`config.mk`:
```
export PLATFORM = sky130hd
export DESIGN_NAME = z80_alu_with_flags
export DESIGN_NICKNAME = d
export VERILOG_FILES = /design/src/rtl/core/z80alu_pkg.sv /design/src/rtl/core/z80alu_core.sv /design/src/rtl/core/z80_alu_with_flags.sv
export SDC_FILE = /design/constraint.sdc
export NUM_CORES = 1
export LEC_CHECK = 0
export ABC_AREA = 1
export BUFFER_PORTS_ARGS = -buffer_cell sky130_fd_sc_hd__buf_4
export CAP_MARGIN = 10
export CORE_MARGIN = 2
export CORE_UTILIZATION = 45
export CTS_CLUSTER_DIAMETER = 60
export CTS_CLUSTER_SIZE = 25
export DETAILED_ROUTE_END_ITERATION = 12
export MAX_ROUTING_LAYER = met4
export PLACE_DENSITY_LB_ADDON = 0.25
export SYNTH_ARGS = -nofsm -noshare
export SYNTH_HDL_FRONTEND = slang
export SYNTH_HIERARCHICAL = 1
export SYNTH_SLANG_ARGS = --single-unit
```
`constraint.sdc`:
```
create_clock -name clk -period 3.4 [get_ports clk]
set_input_delay 0.17 -clock clk [delete_from_list [all_inputs] [get_ports clk]]
set_output_delay 0.17 -clock clk [all_outputs]
set_load 0.01 [all_outputs]
```
`src/rtl/core/z80alu_pkg.sv`:
```
// z80alu_pkg: operation codes, flag bit positions and the request/response
// structs shared by the Z80-style ALU core and its top level.
// No dependencies.
`default_nettype none

package z80alu_pkg;

	// operation codes carried in the input tuser field
	typedef enum logic [4:0] {
		OP_ADD   = 5'd0,
		OP_ADC   = 5'd1,
		OP_SUB   = 5'd2,
		OP_SBC   = 5'd3,
		OP_AND   = 5'd4,
		OP_XOR   = 5'd5,
		OP_OR    = 5'd6,
		OP_CP    = 5'd7,
		OP_INC   = 5'd8,
		OP_DEC   = 5'd9,
		OP_RLCA  = 5'd10,
		OP_RRCA  = 5'd11,
		OP_RLA   = 5'd12,
		OP_RRA   = 5'd13,
		OP_CPL   = 5'd14,
		OP_SCF   = 5'd15,
		OP_CCF   = 5'd16,
		OP_ADD16 = 5'd17
	} alu_op_t;

	// flag byte layout S Z Y H X P N C
	localparam int unsigned FL_S = 7;
	localparam int unsigned FL_Z = 6;
	localparam int unsigned FL_Y = 5;
	localparam int unsigned FL_H = 4;
	localparam int unsigned FL_X = 3;
	localparam int unsigned FL_P = 2;
	localparam int unsigned FL_N = 1;
	localparam int unsigned FL_C = 0;

	typedef struct packed {
		logic [4:0]  op;
		logic [15:0] operand_a;
		logic [15:0] operand_b;
		logic [7:0]  flags;
	} alu_req_t;

	typedef struct packed {
		logic [15:0] result;
		logic [7:0]  flags;
	} alu_rsp_t;

endpackage

`default_nettype wire

```
`src/rtl/core/z80alu_core.sv`:
```
// z80alu_core: combinational Z80-style ALU, one operation from request to
// response (result word and new flag byte). Depends on z80alu_pkg.
`default_nettype none

module z80alu_core (
	input  wire z80alu_pkg::alu_req_t req,
	output z80alu_pkg::alu_rsp_t rsp
);
	import z80alu_pkg::*;

	alu_op_t     op;
	logic [7:0]  a8;
	logic [7:0]  fi;
	logic        cin;
	logic        is_sub;
	logic        use_carry;
	logic        is_incdec;
	logic [7:0]  addend;
	logic        carry_in;
	logic [8:0]  sum9;
	logic [7:0]  ar;
	logic [7:0]  cx;
	logic        half;
	logic        carry;
	logic [7:0]  arith_fl;
	logic [7:0]  lr;
	logic [7:0]  logic_fl;
	logic [16:0] sum17;
	logic [7:0]  r8;
	logic [7:0]  fo;

	assign op  = alu_op_t'(req.op);
	assign a8  = req.operand_a[7:0];
	assign fi  = req.flags;
	assign cin = fi[FL_C];

	// shared 8-bit adder: subtraction adds the inverted operand and the inverted borrow
	assign is_sub    = (op == OP_SUB) || (op == OP_SBC) || (op == OP_CP) || (op == OP_DEC);
	assign use_carry = (op == OP_ADC) || (op == OP_SBC);
	assign is_incdec = (op == OP_INC) || (op == OP_DEC);

	always_comb begin
		logic [7:0] bx;
		bx       = is_incdec ? 8'h01 : req.operand_b[7:0];
		addend   = is_sub ? ~bx : bx;
		carry_in = is_sub ? ~(use_carry & cin) : (use_carry & cin);
	end

	assign sum9  = {1'b0, a8} + {1'b0, addend} + {8'h00, carry_in};
	assign ar    = sum9[7:0];
	assign cx    = ar ^ a8 ^ addend;
	assign half  = cx[4] ^ is_sub;
	assign carry = is_sub ? ~sum9[8] : sum9[8];

	// arithmetic flags keep old bits 3 and 5; inc/dec keep old carry
	assign arith_fl = {ar[7], (ar == 8'h00), fi[FL_Y], half, fi[FL_X],
		cx[7] ^ sum9[8], is_sub, is_incdec ? cin : carry};

	// logic unit with sign/zero/parity flags from the result
	always_comb begin
		case (op)
			OP_AND:  lr = a8 & req.operand_b[7:0];
			OP_XOR:  lr = a8 ^ req.operand_b[7:0];
			default: lr = a8 | req.operand_b[7:0];
		endcase
	end

	assign logic_fl = {lr[7], (lr == 8'h00), lr[5], (op == OP_AND), lr[3], ~(^lr), 2'b00};

	// 16-bit add
	assign sum17 = {1'b0, req.operand_a} + {1'b0, req.operand_b};

	// operation select
	always_comb begin
		r8 = a8;
		fo = fi;
		unique case (op)
			OP_ADD, OP_ADC, OP_SUB, OP_SBC, OP_INC, OP_DEC: begin
				r8 = ar;
				fo = arith_fl;
			end
			OP_CP: begin
				fo = arith_fl;
			end
			OP_AND, OP_XOR, OP_OR: begin
				r8 = lr;
				fo = logic_fl;
			end
			OP_RLCA: begin
				r8 = {a8[6:0], a8[7]};
				fo = {fi[7:5], 1'b0, fi[3:2], 1'b0, a8[7]};
			end
			OP_RRCA: begin
				r8 = {a8[0], a8[7:1]};
				fo = {fi[7:5], 1'b0, fi[3:2], 1'b0, a8[0]};
			end
			OP_RLA: begin
				r8 = {a8[6:0], cin};
				fo = {fi[7:5], 1'b0, fi[3:2], 1'b0, a8[7]};
			end
			OP_RRA: begin
				r8 = {cin, a8[7:1]};
				fo = {fi[7:5], 1'b0, fi[3:2], 1'b0, a8[0]};
			end
			OP_CPL: begin
				r8 = ~a8;
				fo = fi | 8'h12;
			end
			OP_SCF: begin
				fo = {fi[7:5], 1'b0, fi[3:2], 1'b0, 1'b1};
			end
			OP_CCF: begin
				fo = {fi[7:5], cin, fi[3:2], 1'b0, ~cin};
			end
			OP_ADD16: begin
				fo = {fi[7:2], 1'b0, sum17[16]};
			end
			default: begin
				r8 = a8;
				fo = fi;
			end
		endcase
	end

	assign rsp.result = (op == OP_ADD16) ? sum17[15:0] : {8'h00, r8};
	assign rsp.flags  = fo;

endmodule

`default_nettype wire

```
`src/rtl/core/z80_alu_with_flags.sv`:
```
// z80_alu_with_flags: top level, input request register, ALU core and
// response register with stream handshakes. Depends on z80alu_pkg, z80alu_core.
//
// Usage:
//   Input channel s_*: one request per s_tvalid & s_tready edge. s_tuser
//   carries the operation code, s_tdata the two operands and the current
//   flag byte. Output channel m_*: one response per request, in order,
//   with the result word and the new flag byte in m_tdata.
//   Path: an accepted request passes through the input register, then the
//   response register, before it is presented on m_*.
//   Throughput: one request per cycle, sustained while m_tready stays high;
//   the ALU is a single combinational pass between the two registers.
//   Stall: when m_tready is low the response register holds; the input
//   register still takes one more request, after which s_tready drops
//   until the output drains. s_tready follows m_tready in the same cycle.
//   Reset: arst_n clears both valid flags at once; no request is held and
//   the block is ready right after reset.
`default_nettype none

module z80_alu_with_flags (
	input  wire         clk,
	input  wire         arst_n,
	input  wire         s_tvalid,
	output logic        s_tready,
	input  wire  [39:0] s_tdata,  // operand_a[15:0], operand_b[31:16], flags_in[39:32]
	input  wire  [7:0]  s_tuser,  // opcode[4:0], zero fill [7:5]
	output logic        m_tvalid,
	input  wire         m_tready,
	output logic [23:0] m_tdata   // result[15:0], flags_out[23:16]
);
	import z80alu_pkg::*;

	alu_req_t req_s1;
	logic     valid_s1;
	alu_rsp_t rsp_core;
	alu_rsp_t rsp_s2;
	logic     valid_s2;
	logic     adv_s2;
	logic     load_s1;

	// flow control: each stage loads when it is empty or drains this cycle
	assign adv_s2   = !valid_s2 || m_tready;
	assign s_tready = !valid_s1 || adv_s2;
	assign load_s1  = s_tvalid && s_tready;

	// request register
	always_ff @(posedge clk or negedge arst_n) begin
		if (!arst_n) begin
			valid_s1 <= 1'b0;
		end else if (s_tready) begin
			valid_s1 <= s_tvalid;
		end
	end

	always_ff @(posedge clk) begin
		if (load_s1) begin
			req_s1.op        <= s_tuser[4:0];
			req_s1.operand_a <= s_tdata[15:0];
			req_s1.operand_b <= s_tdata[31:16];
			req_s1.flags     <= s_tdata[39:32];
		end
	end

	z80alu_core u_core (
		.req (req_s1),
		.rsp (rsp_core)
	);

	// response register
	always_ff @(posedge clk or negedge arst_n) begin
		if (!arst_n) begin
			valid_s2 <= 1'b0;
		end else if (adv_s2) begin
			valid_s2 <= valid_s1;
		end
	end

	always_ff @(posedge clk) begin
		if (adv_s2 && valid_s1) begin
			rsp_s2 <= rsp_core;
		end
	end

	assign m_tvalid = valid_s2;
	assign m_tdata  = {rsp_s2.flags, rsp_s2.result};

`ifndef SYNTHESIS
	// an accepted request is held in the input register next cycle
	a_req_lands: assert property (@(posedge clk) disable iff (!arst_n)
		s_tvalid && s_tready |=> valid_s1)
		else $error("accepted request not captured");

	// a full input register with an empty output moves forward
	a_req_moves: assert property (@(posedge clk) disable iff (!arst_n)
		valid_s1 && !m_tvalid |=> m_tvalid)
		else $error("request did not advance to the response register");

	// both stages full and output stalled: no new request may enter
	a_full_blocks: assert property (@(posedge clk) disable iff (!arst_n)
		valid_s1 && m_tvalid && !m_tready |-> !s_tready)
		else $error("request accepted while pipeline full");
`endif

endmodule

`default_nettype wire
```
==> Word-level counts from Yosys, hierarchy flattened <==
Cells that the tools add are included.
{ "word_totals": {"register_bits": 71, "latchBits": 0, "ram_bits": 0, "romBits": 0, "in_bits": 52, "elab_cells": 72, "memories": 0} }
{ "op_classes": {"addsub": 3, "n_mul": 0, "div": 0, "order_cmp": 0, "n_eq_ne": 17, "shift": 0, "muxes": 9, "n_bitwise": 14, "reduce_logical": 20} }
{ "op_table": {"columns": ["op", "n"], "rows": [
  ["8-bit case mux with 8 select lines", 1],
  ["8-bit case mux with 7 select lines", 1],
  ["5-bit by 4-bit equality test with 1-bit output (second input constant)", 8],
  ["8-bit 2-to-1 mux", 3],
  ["8-bit bitwise XOR", 3],
  ["5-bit by 3-bit equality test with 1-bit output (second input constant)", 4],
  ["16-bit by 16-bit adder with 17-bit output", 1],
  ["8-bit zero test", 2],
  ["8-bit NOT", 2],
  ["8-bit case mux with 2 select lines", 1],
  ["5-bit by 2-bit equality test with 1-bit output (second input constant)", 2],
  ["5-bit equality test (second input constant)", 2],
  ["8-bit by 8-bit adder with 9-bit output", 1],
  ["9-bit by 1-bit adder with 9-bit output", 1],
  ["8-bit AND", 1],
  ["8-bit OR", 1],
  ["8-bit XOR reduction", 1],
  ["1-bit logical OR", 7],
  ["7-bit OR reduction", 1],
  ["6-bit OR reduction", 1],
  ["5-bit by 1-bit equality test with 1-bit output (second input constant)", 1],
  ["5-bit zero test", 1],
  ["1-bit NOT", 4],
  ["2-bit OR reduction", 2],
  ["other kinds (6)", 11]
]} }

==> Logic depth before layout (Yosys ltp) <==
Gate-level depths: netlist of run 1.
{ "logic_depth": {"depth_word": 11, "ltp_mapped": 20, "mapped_depth_nobuf": 19} }

==> Hierarchy <==
The synthesis of run 1 kept the hierarchy.
{ "by_module_without_submodules": {"columns": ["module", "instances", "cells_per_inst", "area_per_inst_um2", "seq_area_each_um2"], "rows": [
  ["z80alu_core", 1, 478, 2633.8, 0.0],
  ["z80_alu_with_flags", 1, 81, 2167.1, 2122.0]
]} }

==> Worst setup path after synthesis of run 1 <==
No wires, ideal clock.
{ "synth_path": {"path_kind": "reg2reg", "start": "register req_s1[41] (netlist name)", "end": "register rsp_s2 (netlist bit m_tdata[6]), data pin", "setup_time_ns": 0.260, "t_arrival_ns": 2.748, "setup_slack_ns": 0.391, "stages_incl_launch_ff": 19, "path_buffers": 1, "period_less_slack_ns": 3.009, "cell_sequence": "edfxtp_1 > nand2_1 > inv_1 > nand3_1 > nand2_1 > nor2_1 > buf_4 > xor2_1 > fa_1 > inv_1 > fa_1 > o21ai_0 > a21oi_1 > nor2_1 > inv_1 > nand3_1 > nand4_1 > nand2_1 > o21ai_0"} }
{ "synth_lines": {"columns": ["element", "line", "rtl"], "rows": [
  ["end signal: assignment", "z80_alu_with_flags.sv:80", "rsp_s2 <= rsp_core;"],
  ["end: declaration", "z80_alu_with_flags.sv:36", "alu_rsp_t rsp_s2;"]
]} }

==> results of run 1 <==
[sequential cells by signal, indices dropped and copies added, names as in the netlist]
register / flops
m_tvalid: 1
m_tdata: 24
req_s1: 45
valid_s1: 1
[worst reg2reg max path: stages, from the launching register on]
cell      delay [ps]
edfxtp_1         430
buf_4            160
inv_2             90
nand2_2          100
nor2_1           210
nor2_4            90
xor2_1           190
fa_1             220
inv_1             60
fa_1             390
o21ai_0          200
buf_4            160
xor2_1           100
a21oi_1          230
nand4_1          110
nand3_1           90
nand2_1           70
[cell families after synthesis]
| kind of cell | Yosys count | synth area share, % |
|---|---|---|
| AOI/OAI and AO/OA | 84 | 10.7 |
| xor gates and xnor gates | 19 | 3.47 |
| adders and majority gates | 39 | 10.6 |
| buffers and inverters | 92 | 7.51 |
| DFF | 71 | 44.2 |
| and+or+nand+nor | 254 | 23.5 |
[metrics by stage]
| stage | power [mW] | cell area [µm²] |
|---|---|---|
| 6_report | 2.58 | 6280 |
| 4_1_cts | 2.59 | 6250 |
| 5_1_grt | 2.72 | 6280 |
| 3_5_place_dp | 1.76 | 5550 |
| 2_1_floorplan | 1.54 | 4800 |
| 3_3_place_gp | 1.75 | 5550 |
[path summary, 6_finish.rpt]
kind                              end  slack, ps  cells past startpoint
min in group asynchronous    valid_s1         90                      2
hold reg to reg              m_tvalid        540                      2
max in group asynchronous    m_tvalid       3220                      2
setup reg to reg           m_tdata[4]        250                     16
setup / recovery           m_tdata[4]        250                     16
hold / removal               m_tvalid         70                      4
[what timing repair did]
| action | in CTS | in global routing |
|---|---|---|
| hold buffers | 47 | 0 |
| resized for setup | 0 | 4 |
| endpoints found under the setup margin | 0 | 8 |
| setup buffers | 0 | 2 |
| hold endpoints to repair | 48 | 0 |
[power breakdown]
group,total [mW],internal (mW),switching [mW]
Sequential,1.09,1.05,0.0411
Combinational,0.713,0.301,0.413
Clock,0.775,0.420,0.355
Total,2.58,1.77,0.809
[area by class of cell]
type                    count  share of cell area (%)
inverters                  87                    5.20
clock buffers               9                    1.97
repair buffers            130                    17.5
multi-input cells         396                    37.2
clock inverters             7                    1.63
flip-flops and latches     71                    33.8
well taps                 136                    2.71
[routing by layer]
layer | global-route usage, % | wire, µm | up-vias
li1 | - | - | 2152
met1 | 32.9 | 6030 | 2013
met2 | 38.2 | 5960 | 146
met3 | 5.27 | 807 | 23
met4 | 9.74 | 289 | 0
met5 | - | 0 | -
[layout by cell type (no fill, tap or decap), types with 8 or more instances in the layout]
master         Yosys  routed
nand3_1           38      38
edfxtp_1          69      69
buf_4              1      82
a21oi_1           23      22
xor2_1            12      11
ha_1              36      36
o21ai_0           18      18
inv_1             79      79
clkbuf_8           0       9
nand2_1          126     126
dlygate4sd3_1      0      47
o211ai_1           9       9
nor2_1            49      48
inv_2              8       8
nand4_1           10      10
==> impl_metrics.yaml, run 1 <==
status:
  status: "finished clean"
synthesis:
  synth_commonest_cells: "nand2_1, inv_1, edfxtp_1"
  syn_inst: 559
  yosys-top-cells-area: "edfxtp_1, nand2_1, ha_1, inv_1, nand3_1"
  syn_area_um2: 4800
  ys_ff_latch: 71
  synth.distinct_cells: 39
  yosysWarnings: 6
  synth_edf_count: 69
  postSynth.asyncResetShare_pct: 2.82
  ys_seq_area_share_pct: 44.2
  synthesis.area_per_instance_um2: 8.59
  synth_area_leader_cell: "edfxtp_1"
  synth_ff_type: "edfxtp_1"
  synth_nets: 650
  yosysMostFrequentCell: "nand2_1"
  yosysTopAreaCellShare_pct: 43.2
timing:
  period_share_pct: 92.8
  worstMarginPinSlew_ps: 637
  finalHoldViolations: 0
  final.setup.tns_ps: 0
  hold_ws_ps: 73.2
  fin_ws_ps: 245
  timing.fmax_mhz: 317
  relSlewSlack_pct: 57.4
  finalSetupViolCount: 0
  worst_clock_skew_ps: 10.0
  slew_violations: 0
  layout_min_cycle_time_ps: 3150
setup_path:
  crit-reg2reg-launch: "req_s1[41]"
  cp_top_family: "simple AND/OR/NAND/NOR gates"
  crit_buf_inv: 4
  crit_start: "req_s1[41]"
  path_max_fanout: 5
  end_kind: "flip-flop"
  required_ps: 3520
  cp-start-kind: "flip-flop"
  cp_slowest_cell: "edfxtp_1"
  critPathArrivalTime_ps: 3270
  slowest_delay_ps: 430
  path_cells: "buf_4 -> inv_2 -> nand2_2 -> nor2_1 -> nor2_4 -> xor2_1 -> fa_1 -> inv_1 -> fa_1 -> o21ai_0 -> buf_4 -> xor2_1 -> a21oi_1 -> nand4_1 -> nand3_1 -> nand2_1"
  critical_path_class: "reg -> reg"
drt:
  drt-vias-per-instance: 5.18
  drtIter0Drc: 336
  drt_pass1_iterations: 5
  antenna_left: 0
  wl_mm: 13.1
  avgRoutedWirePerCell_um: 15.7
  num_vias: 4334
  drc_errors: 0
cells_and_area:
  final_cell_count_no_fill: 836
  nFillCells: 888
  seq_area_um2: 2120
  multiInputGateArea_um2: 2340
  final_nets: 786
  postLayoutCoreUtil_pct: 60.8
  antenna_cells: 0
  drive_gt1_share_pct: 19.3
  syn_to_final_growth_pct: 30.8
grt:
  antenna_found_initial: 0
  grt_remaining_overflow: 0
  grt_use_total_pct: 25.0
  grt_pass1_wl_mm: 20.9
  grt_max_degree: 46
  grt_pass1_vias: 4184
placed_design:
  hpwl_mm: 9.72
  placement.io_buffers: 74
  gp_congestion: 0.964
  dp_slack_ps: 176
  placedCellCount: 771
floorplanning:
  die_h_um: 107
  dieArea_um2: 11500
  ios: 78
  core_um2: 10300
  fp-row-count: 37
  start_util_pct: 46.5
  die_w_um: 107
cts:
  clkTransAtPathRegs_ps: 80
  cts_buffer_depth: 2
  cts_max_level: 3
  cts_inserted_buffers: 9
  root_buffer: "clkbuf_8"
  tritoncts: "yes"
  clock_latency_ps: 370
  clock-sinks: 71
flow_run:
  max_cap_violations: 0
pwr:
  peakVddDrop_uv: 360
  leakagePower_nw: 2.95
  p_per_area_nw_per_um2: 410
hold_path:
  hp-start: "m_tready"
  hp-class: "in -> reg"
No activity file was read; power rests on OpenSTA's default activity.
==> run 2: changes to the inputs <==
Settings changed: BUFFER_PORTS_ARGS -buffer_cell sky130_fd_sc_hd__buf_4 to -buffer_cell sky130_fd_sc_hd__buf_2.
==> run 2 against run 1 <==
  * Sequential power about the same
  * Global-route usage down 0.23 points
  * Non-clock buffer count down 2
  * Combinational power down 5.6%
  * Clock power down 14%
  * Design area down 3.9%
  * Clock skew up 4.2 ps
  * Register-to-register slack about the same
  * Sequential cell count unchanged
  * Critical path type unchanged
  * Critical endpoint unchanged
  * Highest routed layer unchanged
==> impl_metrics.yaml, run 2 (synthesized netlist as in run 1, its figures left out) <==
status:
  status: "finished clean"
timing:
  hold_ws_ps: 59.0
  timing.fmax_mhz: 318
  period_share_pct: 92.4
  finalHoldViolations: 0
  layout_min_cycle_time_ps: 3140
  finalSetupViolCount: 0
  worstMarginPinSlew_ps: 746
  slew_violations: 0
  final.setup.tns_ps: 0
  relSlewSlack_pct: 50.0
  worst_clock_skew_ps: 14.3
setup_path:
  crit-reg2reg-launch: "req_s1[42]"
  cp-start-kind: "flip-flop"
  required_ps: 3540
  end_kind: "flip-flop"
  slowest_delay_ps: 510
  path_max_fanout: 7
  path_cells: "nor2_1 -> nand2_1 -> nor3_1 -> xor2_1 -> inv_1 -> fa_1 -> inv_1 -> fa_1 -> o21ai_1 -> xor2_1 -> a21oi_1 -> nand4_1 -> nand3_1 -> nand2_1"
  critical_path_class: "reg -> reg"
  cp_slowest_cell: "edfxtp_1"
  critPathArrivalTime_ps: 3280
  crit_start: "req_s1[42]"
cells_and_area:
  antenna_cells: 0
  fin_area_um2: 6040
  drive_gt1_share_pct: 19.1
  seq_area_um2: 2120
  layout_commonest_cell: "nand2_1"
  multiInputGateArea_um2: 2330
  final_nets: 784
  nFillCells: 906
  largest_reg_flops: 45
  regMostFlops: "req_s1"
  final_cell_mix: "nand2_1, inv_1, buf_2"
  postLayoutCoreUtil_pct: 58.5
  syn_to_final_growth_pct: 25.7
pwr:
  p_total_mw: 2.43
  p_per_area_nw_per_um2: 402
  leakagePower_nw: 2.86
  peakVddDrop_uv: 394
cts:
  cts_buffer_depth: 2
  cts_max_level: 3
  tritoncts: "yes"
  clock-sinks: 71
  cts_inserted_buffers: 9
  clkTransAtPathRegs_ps: 90
  clock_latency_ps: 390
  root_buffer: "clkbuf_8"
placed_design:
  placed_cell_area_um2: 5360
  placement.io_buffers: 74
  gp_congestion: 0.979
  hpwl_mm: 9.63
drt:
  drtIter0Drc: 345
  drc_errors: 0
  num_vias: 4290
  antenna_left: 0
  wl_mm: 13.0
  drt_pass1_iterations: 5
  avgRoutedWirePerCell_um: 15.6
  drt-vias-per-instance: 5.14
grt:
  grt_remaining_overflow: 0
  grt_pass1_wl_mm: 20.7
  grt_max_degree: 27
  antenna_found_initial: 0
  grt_pass1_vias: 4065
  grt_use_total_pct: 24.8
floorplanning:
  die_h_um: 107
  core_um2: 10300
  ios: 78
  die_w_um: 107
  dieArea_um2: 11500
  start_util_pct: 46.5
  fp-row-count: 37
hold_path:
  hp-start: "m_tready"
  hp-class: "in -> reg"
flow_run:
  max_cap_violations: 0
## run 2: changes by cell type in the layout (fill, tap and decap cells not counted), sizes merged
| cell | change |
|---|---|
| buf | -2 |
| bufinv | -2 |
| clkinvlp | -1 |
| inv | +3 |
## run 2: path summary, 6_finish.rpt
path	to	slack, ps	cells past startpoint
max	m_tdata[4]	260	14
min	m_tvalid	60	4
max reg2reg	m_tdata[4]	260	14
min reg2reg	m_tvalid	540	2
max in group asynchronous	valid_s1	3220	2
min in group asynchronous	m_tvalid	80	2
## run 2: metal layers
layer / global-route usage [%] / part of all wire [%]
met5: - / 0
met4: 5.01 / 0.76
met3: 6.36 / 5.9
met2: 37.6 / 45
met1: 34.0 / 48
## run 2: cell type report
class / instances / share of cell area (%)
inverters: 87 / 5.41
clock inverters: 7 / 1.14
multi-input cells: 396 / 38.6
well taps: 136 / 2.82
repair buffers: 128 / 14.9
clock buffers: 9 / 2.05
flip-flops and latches: 71 / 35.2
## run 2: where the power goes
| group | leakage (nW) | total [mW] | internal (mW) | switching (mW) |
|---|---|---|---|---|
| logic | 2.07 | 0.673 | 0.266 | 0.407 |
| clock network | 0.101 | 0.670 | 0.288 | 0.383 |
| registers | 0.689 | 1.09 | 1.05 | 0.0394 |
| total | 2.86 | 2.43 | 1.60 | 0.829 |
## run 2: repair_timing
item	4_1_cts	5_1_grt
hold endpoints to repair	48	0
hold buffers	47	0
buffers inserted	0	1
gates resized for setup	0	4
endpoints found under the setup margin	0	7
## run 2: through the flow
stage          instances  setup WS, ps
2_1_floorplan        559           391
3_3_place_gp         770           205
3_5_place_dp         770           176
4_1_cts              833           143
5_1_grt              834        -0.775
6_report             834           257
## run 2: critical path, delay by kind of cell, from the launching register on
kind,cells,cell delay [ps]
AO/OA/AOI/OAI,2,360
flip-flops,1,510
XOR/XNOR,2,420
adder cells (fa/ha/maj),2,600
AND/OR/NAND/NOR,6,850
buffers and inverters,2,160
